==> src/design/stt_pkg.sv <==
// Shared types, operation codes and defaults for the soft timer table.
`timescale 1ns / 1ps

package stt_pkg;

  // Fixed field widths of the request and result channels.
  localparam int unsigned OP_W      = 2;
  localparam int unsigned TASK_W    = 3;
  localparam int unsigned DELAY_W   = 16;
  localparam int unsigned FLAGS_W   = 5;

  // Defaults for the top-level parameters.
  localparam int unsigned DEF_NUM_SLOTS  = 5;
  localparam int unsigned DEF_NUM_TASKS  = 5;
  localparam int unsigned DEF_COUNT_BITS = 16;

  // Operation codes.
  localparam logic [OP_W-1:0] OP_TICK  = 2'd0;
  localparam logic [OP_W-1:0] OP_ARM   = 2'd1;
  localparam logic [OP_W-1:0] OP_CLEAR = 2'd2;

  // Commands from the controller to the datapath.
  typedef struct packed {
    logic tick;            // decrement or expire every busy slot
    logic arm;             // reload or claim a slot for the request's task
    logic clear;           // lower the request's pending flag
    logic head_new;        // load the fresh result into the head entry
    logic head_from_tail;  // advance the tail entry into the head entry
    logic tail_new;        // load the fresh result into the tail entry
  } stt_cmd_t;

  // One result entry of the output queue.
  typedef struct packed {
    logic [FLAGS_W-1:0] pending_flags;
    logic [FLAGS_W-1:0] expired_now;
    logic               set_dropped;
  } stt_res_t;

endpackage

==> src/design/soft_timer_table.sv <==
// Top level of the soft timer table: controller plus slot datapath.
`timescale 1ns / 1ps

// Channel   Direction  Handshake                  Payload
// request   in         in_valid_i / in_stall_o    op_i, task_id_i, delay_i
// result    out        out_valid_o / out_stall_i  pending_flags_o, expired_now_o, set_dropped_o
//
// Every slot compares and decrements in its own lane, and the result of each
// request is written into a two-entry output queue at the same edge that
// takes the request.
// A request is taken every cycle until both queue entries hold results.
// Reset frees every slot and lowers every pending flag; slot task and count
// storage is written on claim and needs no reset.
// A stalled result holds in the queue head; requests keep flowing until the
// tail entry fills too, then in_stall_o rises.

module soft_timer_table #(
  parameter int unsigned NUM_SLOTS  = stt_pkg::DEF_NUM_SLOTS,
  parameter int unsigned NUM_TASKS  = stt_pkg::DEF_NUM_TASKS,
  parameter int unsigned COUNT_BITS = stt_pkg::DEF_COUNT_BITS
) (
  input  logic                         clk_i,
  input  logic                         rst_ni,
  // Request channel
  input  logic                         in_valid_i,
  output logic                         in_stall_o,
  input  logic [stt_pkg::OP_W-1:0]     op_i,
  input  logic [stt_pkg::TASK_W-1:0]   task_id_i,
  input  logic [stt_pkg::DELAY_W-1:0]  delay_i,
  // Result channel
  output logic                         out_valid_o,
  input  logic                         out_stall_i,
  output logic [stt_pkg::FLAGS_W-1:0]  pending_flags_o,
  output logic [stt_pkg::FLAGS_W-1:0]  expired_now_o,
  output logic                         set_dropped_o
);
  import stt_pkg::*;

  stt_cmd_t cmd;

  // Decode the request, gate it by acceptance, and track queue occupancy.
  stt_ctrl #(
    .NUM_TASKS (NUM_TASKS)
  ) u_ctrl (
    .clk_i       (clk_i),
    .rst_ni      (rst_ni),
    .in_valid_i  (in_valid_i),
    .in_stall_o  (in_stall_o),
    .op_i        (op_i),
    .task_id_i   (task_id_i),
    .out_valid_o (out_valid_o),
    .out_stall_i (out_stall_i),
    .cmd_o       (cmd)
  );

  // Slot lanes, pending flags and the result queue storage.
  stt_datapath #(
    .NUM_SLOTS  (NUM_SLOTS),
    .NUM_TASKS  (NUM_TASKS),
    .COUNT_BITS (COUNT_BITS)
  ) u_datapath (
    .clk_i           (clk_i),
    .rst_ni          (rst_ni),
    .cmd_i           (cmd),
    .task_id_i       (task_id_i),
    .delay_i         (delay_i),
    .pending_flags_o (pending_flags_o),
    .expired_now_o   (expired_now_o),
    .set_dropped_o   (set_dropped_o)
  );

endmodule

==> src/design/stt_ctrl.sv <==
// Controller: request decode and output queue occupancy state machine.
`timescale 1ns / 1ps

module stt_ctrl #(
  parameter int unsigned NUM_TASKS = stt_pkg::DEF_NUM_TASKS
) (
  input  logic                       clk_i,
  input  logic                       rst_ni,
  input  logic                       in_valid_i,
  output logic                       in_stall_o,
  input  logic [stt_pkg::OP_W-1:0]   op_i,
  input  logic [stt_pkg::TASK_W-1:0] task_id_i,
  output logic                       out_valid_o,
  input  logic                       out_stall_i,
  output stt_pkg::stt_cmd_t          cmd_o
);
  import stt_pkg::*;

  localparam logic [1:0] ST_EMPTY = 2'd0;
  localparam logic [1:0] ST_ONE   = 2'd1;
  localparam logic [1:0] ST_FULL  = 2'd2;

  logic [1:0] state_q, state_d;
  logic       accept;
  logic       pop;
  logic       task_ok;
  logic [5:0] task_ext;

  assign in_stall_o  = (state_q == ST_FULL);
  assign out_valid_o = (state_q != ST_EMPTY);
  assign accept      = in_valid_i && !in_stall_o;
  assign pop         = out_valid_o && !out_stall_i;

  assign task_ext = 6'(task_id_i);
  assign task_ok  = task_ext < 6'(NUM_TASKS);

  always_comb begin
    cmd_o       = '0;
    state_d     = state_q;
    cmd_o.tick  = accept && (op_i == OP_TICK);
    cmd_o.arm   = accept && (op_i == OP_ARM) && task_ok;
    cmd_o.clear = accept && (op_i == OP_CLEAR) && task_ok;
    unique case (state_q)
      ST_EMPTY: begin
        if (accept) begin
          cmd_o.head_new = 1'b1;
          state_d        = ST_ONE;
        end
      end
      ST_ONE: begin
        if (accept && pop) begin
          cmd_o.head_new = 1'b1;
        end else if (accept) begin
          cmd_o.tail_new = 1'b1;
          state_d        = ST_FULL;
        end else if (pop) begin
          state_d = ST_EMPTY;
        end
      end
      ST_FULL: begin
        if (pop) begin
          cmd_o.head_from_tail = 1'b1;
          state_d              = ST_ONE;
        end
      end
      default: begin
        state_d = ST_EMPTY;
      end
    endcase
  end

  always_ff @(posedge clk_i or negedge rst_ni) begin
    if (!rst_ni) begin
      state_q <= ST_EMPTY;
    end else begin
      state_q <= state_d;
    end
  end

  a_no_push_when_full: assert property (@(posedge clk_i) disable iff (!rst_ni)
    (cmd_o.head_new || cmd_o.tail_new) |-> (state_q != ST_FULL))
    else $error("result pushed into a full output queue");

  a_hold_when_stalled: assert property (@(posedge clk_i) disable iff (!rst_ni)
    (out_valid_o && out_stall_i && !accept) |=> $stable(state_q))
    else $error("queue occupancy moved without push or pop");

  a_ops_exclusive: assert property (@(posedge clk_i) disable iff (!rst_ni)
    $onehot0({cmd_o.tick, cmd_o.arm, cmd_o.clear}))
    else $error("more than one operation issued at once");

endmodule

==> src/design/stt_datapath.sv <==
// Datapath: slot table, pending flags and the two-entry result queue.
`timescale 1ns / 1ps

module stt_datapath #(
  parameter int unsigned NUM_SLOTS  = stt_pkg::DEF_NUM_SLOTS,
  parameter int unsigned NUM_TASKS  = stt_pkg::DEF_NUM_TASKS,
  parameter int unsigned COUNT_BITS = stt_pkg::DEF_COUNT_BITS
) (
  input  logic                         clk_i,
  input  logic                         rst_ni,
  input  stt_pkg::stt_cmd_t            cmd_i,
  input  logic [stt_pkg::TASK_W-1:0]   task_id_i,
  input  logic [stt_pkg::DELAY_W-1:0]  delay_i,
  output logic [stt_pkg::FLAGS_W-1:0]  pending_flags_o,
  output logic [stt_pkg::FLAGS_W-1:0]  expired_now_o,
  output logic                         set_dropped_o
);
  import stt_pkg::*;

  logic [NUM_SLOTS-1:0]  busy_q, busy_d;
  logic [TASK_W-1:0]     task_q  [NUM_SLOTS];
  logic [TASK_W-1:0]     task_d  [NUM_SLOTS];
  logic [COUNT_BITS-1:0] count_q [NUM_SLOTS];
  logic [COUNT_BITS-1:0] count_d [NUM_SLOTS];
  logic [NUM_TASKS-1:0]  pending_q, pending_d;

  logic [NUM_SLOTS-1:0]  match_vec, free_vec, match_oh, free_oh, claim_oh;
  logic [31:0]           expired32;
  logic [31:0]           clear32;
  logic [31:0]           pend32;
  logic [31:0]           delay32;
  logic                  dropped;
  stt_res_t              res_new, head_q, tail_q;

  assign delay32 = 32'(delay_i);
  assign clear32 = 32'(1) << task_id_i;

  always_comb begin
    for (int i = 0; i < NUM_SLOTS; i++) begin
      match_vec[i] = busy_q[i] && (task_q[i] == task_id_i);
      free_vec[i]  = !busy_q[i];
    end
  end

  // Lowest set bit of each vector.
  assign match_oh = match_vec & (~match_vec + 1'b1);
  assign free_oh  = free_vec & (~free_vec + 1'b1);
  assign claim_oh = (|match_vec) ? match_oh : free_oh;
  assign dropped  = cmd_i.arm && !(|match_vec) && !(|free_vec);

  always_comb begin
    busy_d    = busy_q;
    expired32 = '0;
    for (int i = 0; i < NUM_SLOTS; i++) begin
      task_d[i]  = task_q[i];
      count_d[i] = count_q[i];
      if (cmd_i.tick && busy_q[i]) begin
        if (count_q[i] == '0) begin
          busy_d[i] = 1'b0;
          expired32 = expired32 | (32'(1) << task_q[i]);
        end else begin
          count_d[i] = count_q[i] - 1'b1;
        end
      end
      if (cmd_i.arm && claim_oh[i]) begin
        busy_d[i]  = 1'b1;
        task_d[i]  = task_id_i;
        count_d[i] = delay32[COUNT_BITS-1:0];
      end
    end
    pending_d = pending_q | expired32[NUM_TASKS-1:0];
    if (cmd_i.clear) begin
      pending_d = pending_q & ~clear32[NUM_TASKS-1:0];
    end
  end

  assign pend32                = 32'(pending_d);
  assign res_new.pending_flags = pend32[FLAGS_W-1:0];
  assign res_new.expired_now   = expired32[FLAGS_W-1:0];
  assign res_new.set_dropped   = dropped;

  always_ff @(posedge clk_i or negedge rst_ni) begin
    if (!rst_ni) begin
      busy_q    <= '0;
      pending_q <= '0;
    end else begin
      busy_q    <= busy_d;
      pending_q <= pending_d;
    end
  end

  always_ff @(posedge clk_i) begin
    for (int i = 0; i < NUM_SLOTS; i++) begin
      task_q[i]  <= task_d[i];
      count_q[i] <= count_d[i];
    end
  end

  always_ff @(posedge clk_i) begin
    if (cmd_i.head_new) begin
      head_q <= res_new;
    end else if (cmd_i.head_from_tail) begin
      head_q <= tail_q;
    end
    if (cmd_i.tail_new) begin
      tail_q <= res_new;
    end
  end

  assign pending_flags_o = head_q.pending_flags;
  assign expired_now_o   = head_q.expired_now;
  assign set_dropped_o   = head_q.set_dropped;

  a_expire_only_on_tick: assert property (@(posedge clk_i) disable iff (!rst_ni)
    (res_new.expired_now != '0) |-> cmd_i.tick)
    else $error("expiry reported outside a tick");

  a_drop_only_on_arm: assert property (@(posedge clk_i) disable iff (!rst_ni)
    res_new.set_dropped |-> cmd_i.arm)
    else $error("drop flagged outside an arm");

  a_tick_never_claims: assert property (@(posedge clk_i) disable iff (!rst_ni)
    cmd_i.tick |=> ((busy_q & ~$past(busy_q)) == '0))
    else $error("tick claimed a slot");

endmodule

==> config.mk <==
export PLATFORM = sky130hd
export DESIGN_NAME = soft_timer_table
export DESIGN_NICKNAME = d
export VERILOG_FILES = /design/src/design/stt_pkg.sv /design/src/design/soft_timer_table.sv /design/src/design/stt_ctrl.sv /design/src/design/stt_datapath.sv
export SDC_FILE = /design/constraint.sdc
export NUM_CORES = 1
export LEC_CHECK = 0
export ABC_CLOCK_PERIOD_IN_PS = 3360
export BUFFER_PORTS_ARGS = -buffer_cell sky130_fd_sc_hd__buf_2
export CORE_UTILIZATION = 56
export CTS_BUF_LIST = sky130_fd_sc_hd__clkbuf_8
export DETAILED_ROUTE_END_ITERATION = 10
export PLACE_DENSITY = 0.72
export SLEW_MARGIN = 20
export SYNTH_ARGS = -nofsm -noshare
export SYNTH_HDL_FRONTEND = slang
export SYNTH_SLANG_ARGS = --single-unit
==> constraint.sdc <==
create_clock -name clk_i -period 3.36 [get_ports clk_i]
set_input_delay 0.672 -clock clk_i [delete_from_list [all_inputs] [get_ports clk_i]]
set_output_delay 0.672 -clock clk_i [all_outputs]
set_load 0.005 [all_outputs]
Word level (Yosys, flattened, before mapping)
Memories as Yosys holds them, arrays and structs flattened. Cells that the tools add are included.

Add/sub/neg operators: 7. Multiply operators: 0. Divide/modulo/power cells: 0. $lt $le $gt $ge: 1. Equal/unequal tests: 13. Shifts and indexed selects: 6. Mux-type cells: 62. Bitwise gates (word level): 11. Reduce and logical (&&, ||, !) cells: 61.

Operator list (count): 2-to-1 mux 16 bit (15); logical NOT 16 bit (5); subtractor 16 x 1 -> 16 bit (second input constant) (5); 2-to-1 mux 5 bit (12); << shifter 1 x 3 -> 5 bit (first input constant) (6); logical AND 1 bit (25); OR 5 bit (5); nonzero test 2 bit (12); 2-to-1 mux 11 bit (2); 2-to-1 mux 1 bit (21); bitwise AND 5 bit (3); == test 3 bit (5); 2-to-1 mux 3 bit (5); NOT 5 bit (3); adder 5 x 1 -> 5 bit (second input constant) (2); 2-to-1 mux 2 bit (5); AND reduction 2 bit (5); OR reduction 5 bit (2); logical NOT 1 bit (9); case mux 2 bit (3 select lines) (1); == test 2 x 1 -> 1 bit (second input constant) (2); == test 2 bit (second input constant) (2); logical NOT 2 bit (2); inequality test 2 bit (second input constant) (2); 5 further kinds (5).

Register bits: 34. Bits in latches: 0. Memory bits (writable): 95. ROM bits: 0. Bits of input ports: 25. Word-level logic and storage cells: 176. Memories kept: 2.

Memory list: u_datapath.count_q (depth 5, width 16, rd ports 5, clocked after memory_dff 0, write ports 5, RTL line stt_datapath.sv:23) `logic [COUNT_BITS-1:0] count_q [NUM_SLOTS];`; u_datapath.task_q (depth 5, width 3, rd ports 5, clocked after memory_dff 0, write ports 5, RTL line stt_datapath.sv:21) `logic [TASK_W-1:0] task_q [NUM_SLOTS];`.

Logic depth before layout (Yosys ltp)
Gate-level depths: netlist of run 1.

Word-level depth: 21. Depth in mapped cells: 7. Mapped depth without buffers: 7.

By module
Synthesis of run 1 repeated with hierarchy kept, for this count alone.

Cells, all modules: 742. Area, all modules: 7822.5 µm².

By module, submodules not included: stt_datapath (instances 1, cells each 722, area an instance 7624.8 µm², sequential area each 3763.6 µm²); stt_ctrl (instances 1, cells each 20, area an instance 197.7 µm², sequential area each 50.0 µm²).

Least setup slack after synthesis of run 1
Ideal clock, no wire load.

Kind: input to register. Start: input task_id_i[1] (netlist name). End: memory u_datapath.count_q[0][64] (netlist name) (enable). Data arrival time: 2805 ps. Data required time: 2949 ps. Setup slack: 143 ps. Cell stages on the path: 5. Path buffers: 1. Cells stage by stage: buf_2 > o21a_1 > nor4_2 > nand4_1 > o21ai_0.

RTL lines: start: declaration (RTL line soft_timer_table.sv:28) `input logic [stt_pkg::TASK_W-1:0] task_id_i,`; end: declaration (RTL line stt_datapath.sv:23).

==> flow_summary.toml, run 1 <==
[setup_path]
critPathArrivalTime_ps = 3090
reg2regPathDepth = 5
critPathLaunchType = "register"
path_max_fanout = 8
crit_required_ps = 3670
criticalPathCategory = "reg2reg"
endpoint_kind = "register"

[routing]
routedWlPerCell_um = 20.3
vias = 5636
first_pass_iters = 5
postRouteAntennaNets = 0
totalWireLength_um = 18400
drc = 0
avgViaCountPerCell = 6.22
drtIter0Drc = 365

[timing]
finalCritPeriodShare_pct = 82.7
max_slew_margin_pct = 34.4
fin_hold_ws_ps = 134
fmax_mhz = 360
rsz0062_at_grt = "no"
hold_viol = 0
setup_violations = 0
worst_pin_slew_ps = 980
finalClockSkew_ps = 15.0
period_needed_ps = 2780
tns_ps = 0
fin_ws_ps = 580
slew_viol_final = 0

[floorplanning]
io_pins = 38
dieArea_um2 = 14200
dieHeight_um = 119
coreArea_um2 = 13300
fp-row-count = 42
start_util_pct = 57.7
dieWidth_um = 119

[clock_tree]
cts-root-buf = "clkbuf_8"
cts_made_buffers = 17
cts.htree.levels = 4
cts_sinks = 129
cts.hold.buffers_added = 0
cts_resized = 0
path_clk_slew_ps = 70
cts_setup_buffers = 0
cts_tree = "yes"
insertion_delay_ps = 460
clockBufferDepth = 2

[pwr]
leakagePower_nw = 2.93
ir_drop_uv = 276
p_sw_share_pct = 27.1
p_comb_share_pct = 13.8
power_mw = 3.79
pwr-share-seq_pct = 54.0
pwr-share-clk_pct = 32.2
power_density_nw_per_um2 = 448
p_int_mw = 2.77
switching_power_mw = 1.03

[synthesis]
yosys.area.top_type_share_pct = 45.8
synth_xor_xnor_area_share_pct = 8.90
yosysSeqAreaShare_pct = 49.7
synth_fa_ha_area_share_pct = 1.14
synth-seq-cells = 129
synth-edff-count = 117
muxShareOfSynthArea_pct = 11.7
yosysWarningCount = 0
synth_simple_gate_area_share_pct = 20.3
avgSynthCellArea_um2 = 11.5
synth_top_area_cell = "edfxtp_1"
synth_area_leaders = "edfxtp_1 46%, mux2_2 10%, xnor2_1 4.5%"
synth_compound_area_share_pct = 5.84
yosysMostFrequentCell = "edfxtp_1"
ys.flop_type = "edfxtp_1"
synth_top_family_by_area = "simple AND/OR/NAND/NOR gates"
synth.distinct_cells = 64
synth_common_cells = "117 x edfxtp_1, 71 x mux2_2, 46 x nor2_1, 41 x nand2_1"
synthArstFlopShare_pct = 9.30
synth_area_um2 = 7670
synthCells = 668
synth_nets = 700

[final_layout]
fin_cells = 906
area_delta_synth_final_pct = 10.2
diodes = 0
fin_util_pct = 63.6
nFillCells = 1050
drive_gt1_share_pct = 24.4
nNetsFinal = 749
fin_area_um2 = 8460

[hold_path]
hold_path.class = "in2async"

[placement]
pre_cts_ws_ps = 462
place_inst = 874
dp_hpwl_um = 13100
io_buffers = 37
gp_congestion = 0.957
place_area_um2 = 8110

[global_route]
track_usage_pct = 27.8
grt_max_degree = 23
first_global_vias = 5627
grt-ovfl-total = 0
grt_pass1_wl_um = 29600
grt_antenna_before_repair = 0

[run_status]
outcome = "completed"

[job]
maxCapViolCount = 0
layer usage:
layer | vias up | global-route usage, % | part of all wire, %
met2 | 208 | 45.9 | 49
li1 | 2645 | - | -
met4 | 0 | 11.2 | 2.3
met5 | - | 0 | 0
met1 | 2752 | 35.7 | 44
met3 | 31 | 5.41 | 5.4
kinds of logic after synthesis:
kind of cell / after synthesis
adders and majority gates: 7
DFF: 129
muxes: 81
buffers and inverters: 44
and+or+nand+nor: 269
AOI/OAI and AO/OA: 60
xor gates and xnor gates: 78
path summary, 6_finish.rpt:
path                                           from                           to  slack (ps)
max in group asynchronous                    rst_ni      u_datapath.pending_q[4]        2950
min reg2reg                       u_ctrl.state_q[0]            u_ctrl.state_q[0]         550
max                        u_datapath.count_q[0][7]  u_datapath.expired_now_o[4]         580
max reg2reg                u_datapath.count_q[0][7]  u_datapath.expired_now_o[4]         580
min in group clk_i                u_ctrl.state_q[0]            u_ctrl.state_q[0]         550
min                                          rst_ni      u_datapath.pending_q[3]         130
cells in the final DEF (no fill, tap or decap), drive strengths merged, types with 13 or more instances in the layout:
cell type and n:
buf 55, xor2 39, edfxtp 117, mux2 71, inv 24, xnor2 39
nand3 23, o21ai 13, nand2 41, nor3 21, nor2 48, nor4 29
clkbuf 20, nand4 15, or4 22
state kept, by name (all words and copies together), names as in the netlist:
| register | count |
|---|---|
| u_datapath.busy_q | 5 |
| u_datapath.pending_flags_o | 5 |
| u_ctrl.state_q | 2 |
| u_datapath.pending_q | 5 |
| u_datapath.count_q | 80 |
| u_datapath.expired_now_o | 5 |
| u_datapath.task_q | 15 |
| u_datapath.set_dropped_o | 1 |
| u_datapath.tail_q | 11 |
power by group through the flow:
| stage | Clock, mW | Combinational (mW) | Sequential (mW) |
|---|---|---|---|
| 6_report | 1.22 | 0.525 | 2.05 |
| 5_1_grt | 1.31 | 0.578 | 2.06 |
| 4_1_cts | 1.24 | 0.524 | 2.04 |
| 3_5_place_dp | 0 | 0.521 | 2.08 |
| 3_3_place_gp | 0 | 0.505 | 2.07 |
| 2_1_floorplan | 0 | 0.397 | 2.02 |
layout make-up:
cell class	count	area (um2)	area share (%)
well taps	176	220	2.60
multi-input cells	495	3680	43.5
flip-flops and latches	129	3810	45.1
repair buffers	55	320	3.79
clock inverters	12	77.6	0.917
inverters	19	71.3	0.843
clock buffers	20	275	3.25
critical path: stages (launching register included):
cell and delay (ps):
edfxtp_1 440, or3_4 420, or4_1 600, or4_4 650, o211ai_2 330, o22a_1 210
(Power assumes the default switching activity.)
==> inputs of run 2 (changes only) <==
ABC_AREA = 1   (was not set)
ABC_CLOCK_PERIOD_IN_PS = 2700   (was 3360)
clock period = 2.7 ns   (was 3.36 ns; I/O delays follow)
==> run 2 against run 1 <==
Against the previous run: sequential cell count stayed put; clock skew is 4.0 ps lower; largest power group unchanged; register-to-register slack worse by 290 ps; final cell count is 38% higher; routed wire length is 8.3% higher; global-route usage is 0.73 points higher; combinational power is 36% higher; synthesized area is 5.9% higher; worst hold slack better by 280 ps; clock-buffer cell count is 3 lower.
==> flow_summary.toml, run 2 <==
[floorplanning]
dieHeight_um = 122
fp-row-count = 43
dieArea_um2 = 15000
coreArea_um2 = 14000
io_pins = 38
start_util_pct = 57.9
dieWidth_um = 122

[routing]
postRouteAntennaNets = 0
totalWireLength_um = 19900
first_pass_iters = 6
drtIter0Drc = 646
vias = 6719
avgViaCountPerCell = 5.39
routedWlPerCell_um = 16.0
drc = 0

[clock_tree]
insertion_delay_ps = 450
cts_sinks = 129
cts_resized = 0
clockBufferDepth = 2
cts_tree = "yes"
cts-root-buf = "clkbuf_8"
cts.htree.levels = 4
cts_made_buffers = 17
path_clk_slew_ps = 90

[timing]
tns_ps = 0
period_needed_ps = 2410
setup_violations = 0
worst_pin_slew_ps = 473
slew_viol_final = 0
rsz0062_at_grt = "no"
max_slew_margin_pct = 68.2
hold_viol = 0
fmax_mhz = 416
fin_hold_ws_ps = 416
finalCritPeriodShare_pct = 89.1
finalClockSkew_ps = 11.0

[setup_path]
crit_required_ps = 3020
critPathArrivalTime_ps = 2730
worstReg2RegStart = "u_datapath.count_q[0][64]"
endpoint_kind = "register"
startpoint = "u_datapath.count_q[0][64]"
critPathLaunchType = "register"
criticalPathCategory = "reg2reg"
path_max_fanout = 3

[hold_path]
min_from = "out_stall_i"
hold_path.class = "in2reg"

[pwr]
power_density_nw_per_um2 = 549
p_sw_share_pct = 28.9
p_int_mw = 3.50
p_comb_share_pct = 14.5
leakagePower_nw = 4.03
switching_power_mw = 1.42
pwr-share-seq_pct = 48.8
ir_drop_uv = 316
pwr-share-clk_pct = 36.7

[global_route]
grt_max_degree = 54
first_global_vias = 6281
grt_pass1_wl_um = 31800
grt-ovfl-total = 0
track_usage_pct = 28.5
grt_antenna_before_repair = 0

[synthesis]
ys.flop_type = "edfxtp_1"
avgSynthCellArea_um2 = 8.13
synth-seq-cells = 129
yosysMostFrequentCell = "nand2_1"
synthCells = 1000
synth_common_cells = "301 x nand2_1, 121 x nor2_1, 117 x edfxtp_1, 113 x nand3_1, 99 x inv_1"
synth.distinct_cells = 44
synth_top_area_cell = "edfxtp_1"
synth_area_leaders = "edfxtp_1 43%, nand2_1 14%, nand3_1 7.0%"
yosys.area.top_type_share_pct = 43.2
synth-edff-count = 117
synthArstFlopShare_pct = 9.30
yosysSeqAreaShare_pct = 46.9
synth_nets = 1032
yosysWarningCount = 0
synth_area_um2 = 8130

[placement]
gp_congestion = 0.981
dp_hpwl_um = 14600
place_area_um2 = 8520
io_buffers = 37

[final_layout]
layout_common_cells = "301 x nand2_1, 121 x nor2_1, 117 x edfxtp_1"
nNetsFinal = 1085
layout_commonest_cell = "nand2_1"
largest_register = "u_datapath.count_q"
diodes = 0
reg_top3 = "u_datapath.count_q (80), u_datapath.task_q (15), u_datapath.tail_q (11)"
largest_reg_flops = 80
area_delta_synth_final_pct = 10.3
nFillCells = 1207
fin_area_um2 = 8960
drive_gt1_share_pct = 12.4

[job]
maxCapViolCount = 0

[run_status]
outcome = "completed"
-- run 2: cell types whose count changed after synthesis, sizes merged, moves of 10 or more --
| cell | delta |
|---|---|
| buf | +11 |
| clkbuf | -15 |
| inv | +92 |
| mux2 | -71 |
| mux2i | -10 |
| nand2 | +272 |
| nand3 | +96 |
| nor2 | +79 |
| nor4 | -27 |
| o21ai | +24 |
| or4 | -22 |
| xnor2 | -21 |
-- run 2: cell families after synthesis --
logic type               synth area share, %
AND/OR/NAND/NOR                         33.6
AO/OA/AOI/OAI                           4.13
buffers and inverters                   7.13
adder cells (fa/ha/maj)                 1.08
XOR/XNOR                                7.11
flip-flops                              46.9
-- run 2: area by class of cell --
cell class,instances,area [um2],share of cell area [%]
Sequential cell,129,3810,42.6
Multi-Input combinational cell,739,3740,41.7
Inverter,111,422,4.71
Timing Repair Buffer,55,335,3.74
Clock buffer,17,234,2.61
Tap cell,180,225,2.51
Clock inverter,15,194,2.16
-- run 2: layer usage --
layer	wire [um]	vias to the layer above	track usage (%)
li1	-	3393	-
met1	8890	3070	38.3
met2	9340	217	45.7
met3	1220	39	5.30
met4	491	0	10.9
met5	0	-	0
-- run 2: stage by stage --
step	cells	setup WS (ps)	util (%)	total power, mW
after detailed placement	1213	200	60.7	3.15
after global routing	1246	135	63.8	5.12
after floorplan	1000	48.4	-	2.92
after CTS	1246	360	63.8	4.93
final	1246	295	63.8	4.92
after global placement	1213	247	60.7	3.14
-- run 2: critical path, cell delays in order, from the launching register on --
cell and delay, ps:
edfxtp_1 420, inv_1 80, ha_1 180, nand2_1 110, nor2_1 150, nand3_1 110, nor2_1 370, nand2_1 130
inv_1 140, nand3_1 210, nand3_1 220, nand2_1 90, nand2_1 80
-- run 2: repair_timing --
action | 4_1_cts | 5_1_grt
hold buffers | 1 | 0
hold endpoints to repair | 12 | 0
setup buffers | 0 | 0
endpoints found under the setup margin | 0 | 0
-- run 2: final timing paths --
kind,to,slack (ps),depth (start not counted)
min in group asynchronous,u_datapath.pending_q[4],510,2
min,u_ctrl.state_q[1],420,3
max reg2reg,u_datapath.pending_flags_o[0],290,12
max in group asynchronous,u_datapath.pending_q[2],1930,2
max,u_datapath.pending_flags_o[0],290,12
min reg2reg,u_datapath.pending_flags_o[2],520,2
-- run 2: power groups by stage --
stage	Sequential, mW	Combinational [mW]	Clock (mW)
global placement	2.44	0.694	0
finish	2.40	0.714	1.80
floorplan	2.43	0.492	0
global route	2.41	0.802	1.90
CTS	2.40	0.711	1.82
detailed placement	2.45	0.706	0
==> inputs of run 3 (changes only) <==
ABC_AREA = not set   (was 1)
==> run 3 against run 2 <==
Against the previous run: first-iteration DRC count decreased by 25%; total power decreased by 1.0%; sequential power grew 5%; maximum frequency is 7.4% lower.
==> flow_summary.toml, run 3 (synthesized netlist as in run 1, its figures left out) <==
[run_status]
outcome = "completed"

[setup_path]
crit_required_ps = 2920
critPathLaunchType = "register"
startpoint = "u_datapath.count_q[0][67]"
crit_path_cell_trace = "or4_1, or3_4, or4b_1, xnor2_1, mux2_2"
critPathArrivalTime_ps = 2820
criticalPathCategory = "reg2reg"
crit_buf_inv = 0
slowest_delay_ps = 570
crit_family = "simple AND/OR/NAND/NOR gates"
path_max_fanout = 4
cpMaxStageDelayCell = "or4_1"
worstReg2RegStart = "u_datapath.count_q[0][67]"
endpoint_kind = "register"

[timing]
finalCritPeriodShare_pct = 96.2
fin_ws_ps = 102
tns_ps = 0
fmax_mhz = 385
setup_violations = 0
max_slew_margin_pct = 45.5
slew_viol_final = 0
hold_viol = 0
rsz0062_at_grt = "no"
worst_pin_slew_ps = 817
finalClockSkew_ps = 6.69
period_needed_ps = 2600

[routing]
first_pass_iters = 5
avgViaCountPerCell = 6.25
totalWireLength_um = 19200
postRouteAntennaNets = 0
routedWlPerCell_um = 20.6
vias = 5825
drc = 0
drtIter0Drc = 485

[global_route]
grt_max_degree = 23
grt-ovfl-total = 0
grt_pass1_wl_um = 30900
track_usage_pct = 29.0
grt_antenna_before_repair = 0
first_global_vias = 5717

[final_layout]
regArea_um2 = 3810
drive_gt1_share_pct = 27.5
layout_common_cells = "117 x edfxtp_1, 71 x mux2_2, 46 x nor2_1"
nNetsFinal = 775
layout_commonest_cell = "edfxtp_1"
area_delta_synth_final_pct = 14.2
multi_input_area_um2 = 3690
reg_top3 = "u_datapath.count_q (80), u_datapath.task_q (15), u_datapath.tail_q (11)"
fin_area_um2 = 8760
largest_reg_flops = 80
fin_cells = 932
largest_register = "u_datapath.count_q"
nFillCells = 1037
diodes = 0

[job]
maxCapViolCount = 0

[placement]
pre_cts_ws_ps = 69.0
place_area_um2 = 8370
place_inst = 899
io_buffers = 37
dp_hpwl_um = 13600
gp_congestion = 0.944

[hold_path]
min_from = "task_id_i[1]"
hold_path.class = "in2reg"

[clock_tree]
insertion_delay_ps = 460
cts_tree = "yes"
cts_sinks = 129
path_clk_slew_ps = 80
cts_made_buffers = 17
cts_setup_buffers = 0
cts-root-buf = "clkbuf_8"
cts.htree.levels = 4
clockBufferDepth = 2

[floorplanning]
dieHeight_um = 119
start_util_pct = 57.7
dieWidth_um = 119
coreArea_um2 = 13300
dieArea_um2 = 14200
io_pins = 38
fp-row-count = 42

[pwr]
power_density_nw_per_um2 = 556
pwr-share-seq_pct = 51.9
p_int_mw = 3.52
p_comb_share_pct = 15.0
p_sw_share_pct = 27.8
ir_drop_uv = 321
pwr-share-clk_pct = 33.1
switching_power_mw = 1.35
leakagePower_nw = 3.06
run 3: final timing paths:
kind | endpoint | slack [ps] | depth (start not counted)
worst max-delay path | u_datapath.count_q[0][79] | 100 | 5
worst min register to register | u_datapath.pending_q[1] | 550 | 2
max in group asynchronous | u_datapath.busy_q[3] | 1890 | 2
worst min-delay path | u_datapath.task_q[0][4] | 320 | 1
min in group asynchronous | u_datapath.pending_q[2] | 530 | 2
worst max register to register | u_datapath.count_q[0][79] | 100 | 5
run 3: what timing repair did:
| item | CTS | global route |
|---|---|---|
| hold buffers | 1 | 0 |
| resized for setup | 0 | 1 |
| endpoints found under the setup margin | 0 | 26 |
| hold endpoints to repair | 12 | 0 |
run 3: layout make-up:
class	count	share of cell area [%]
clock inverter	15	1.64
inverter	19	0.814
sequential	129	43.5
tap	176	2.51
multi-input combinational	495	42.1
clock buffer	17	2.67
timing repair buffer	81	6.77
run 3: metrics by stage:
| step | utilization, % | hold slack (ps) | power (mW) |
|---|---|---|---|
| 5_1_grt | 65.9 | 311 | 5.06 |
| 4_1_cts | 65.9 | 299 | 4.89 |
| 3_3_place_gp | 63.0 | 481 | 3.26 |
| 3_5_place_dp | 63.0 | 484 | 3.29 |
| 6_report | 65.9 | 323 | 4.87 |
| 2_1_floorplan | - | 244 | 3.00 |
run 3: worst register-to-register path, cell delays in order, from the launching register on:
cell	delay, ps
edfxtp_1	440
or4_1	570
or3_4	430
or4b_1	530
xnor2_1	140
mux2_2	250
run 3: layer usage:
layer	vias up	part of all wire [%]	global-route usage, %
li1	2705	-	-
met1	2850	43	38.2
met2	227	48	46.8
met3	43	5.8	4.84
met4	0	2.9	13.7
met5	-	0	0
run 3: power groups by stage:
stage | clock (mW) | sequential [mW] | combinational (mW)
after CTS | 1.64 | 2.52 | 0.731
after global routing | 1.70 | 2.55 | 0.803
after detailed placement | 0 | 2.57 | 0.726
final | 1.61 | 2.53 | 0.732
after global placement | 0 | 2.56 | 0.702
after floorplan | 0 | 2.51 | 0.495
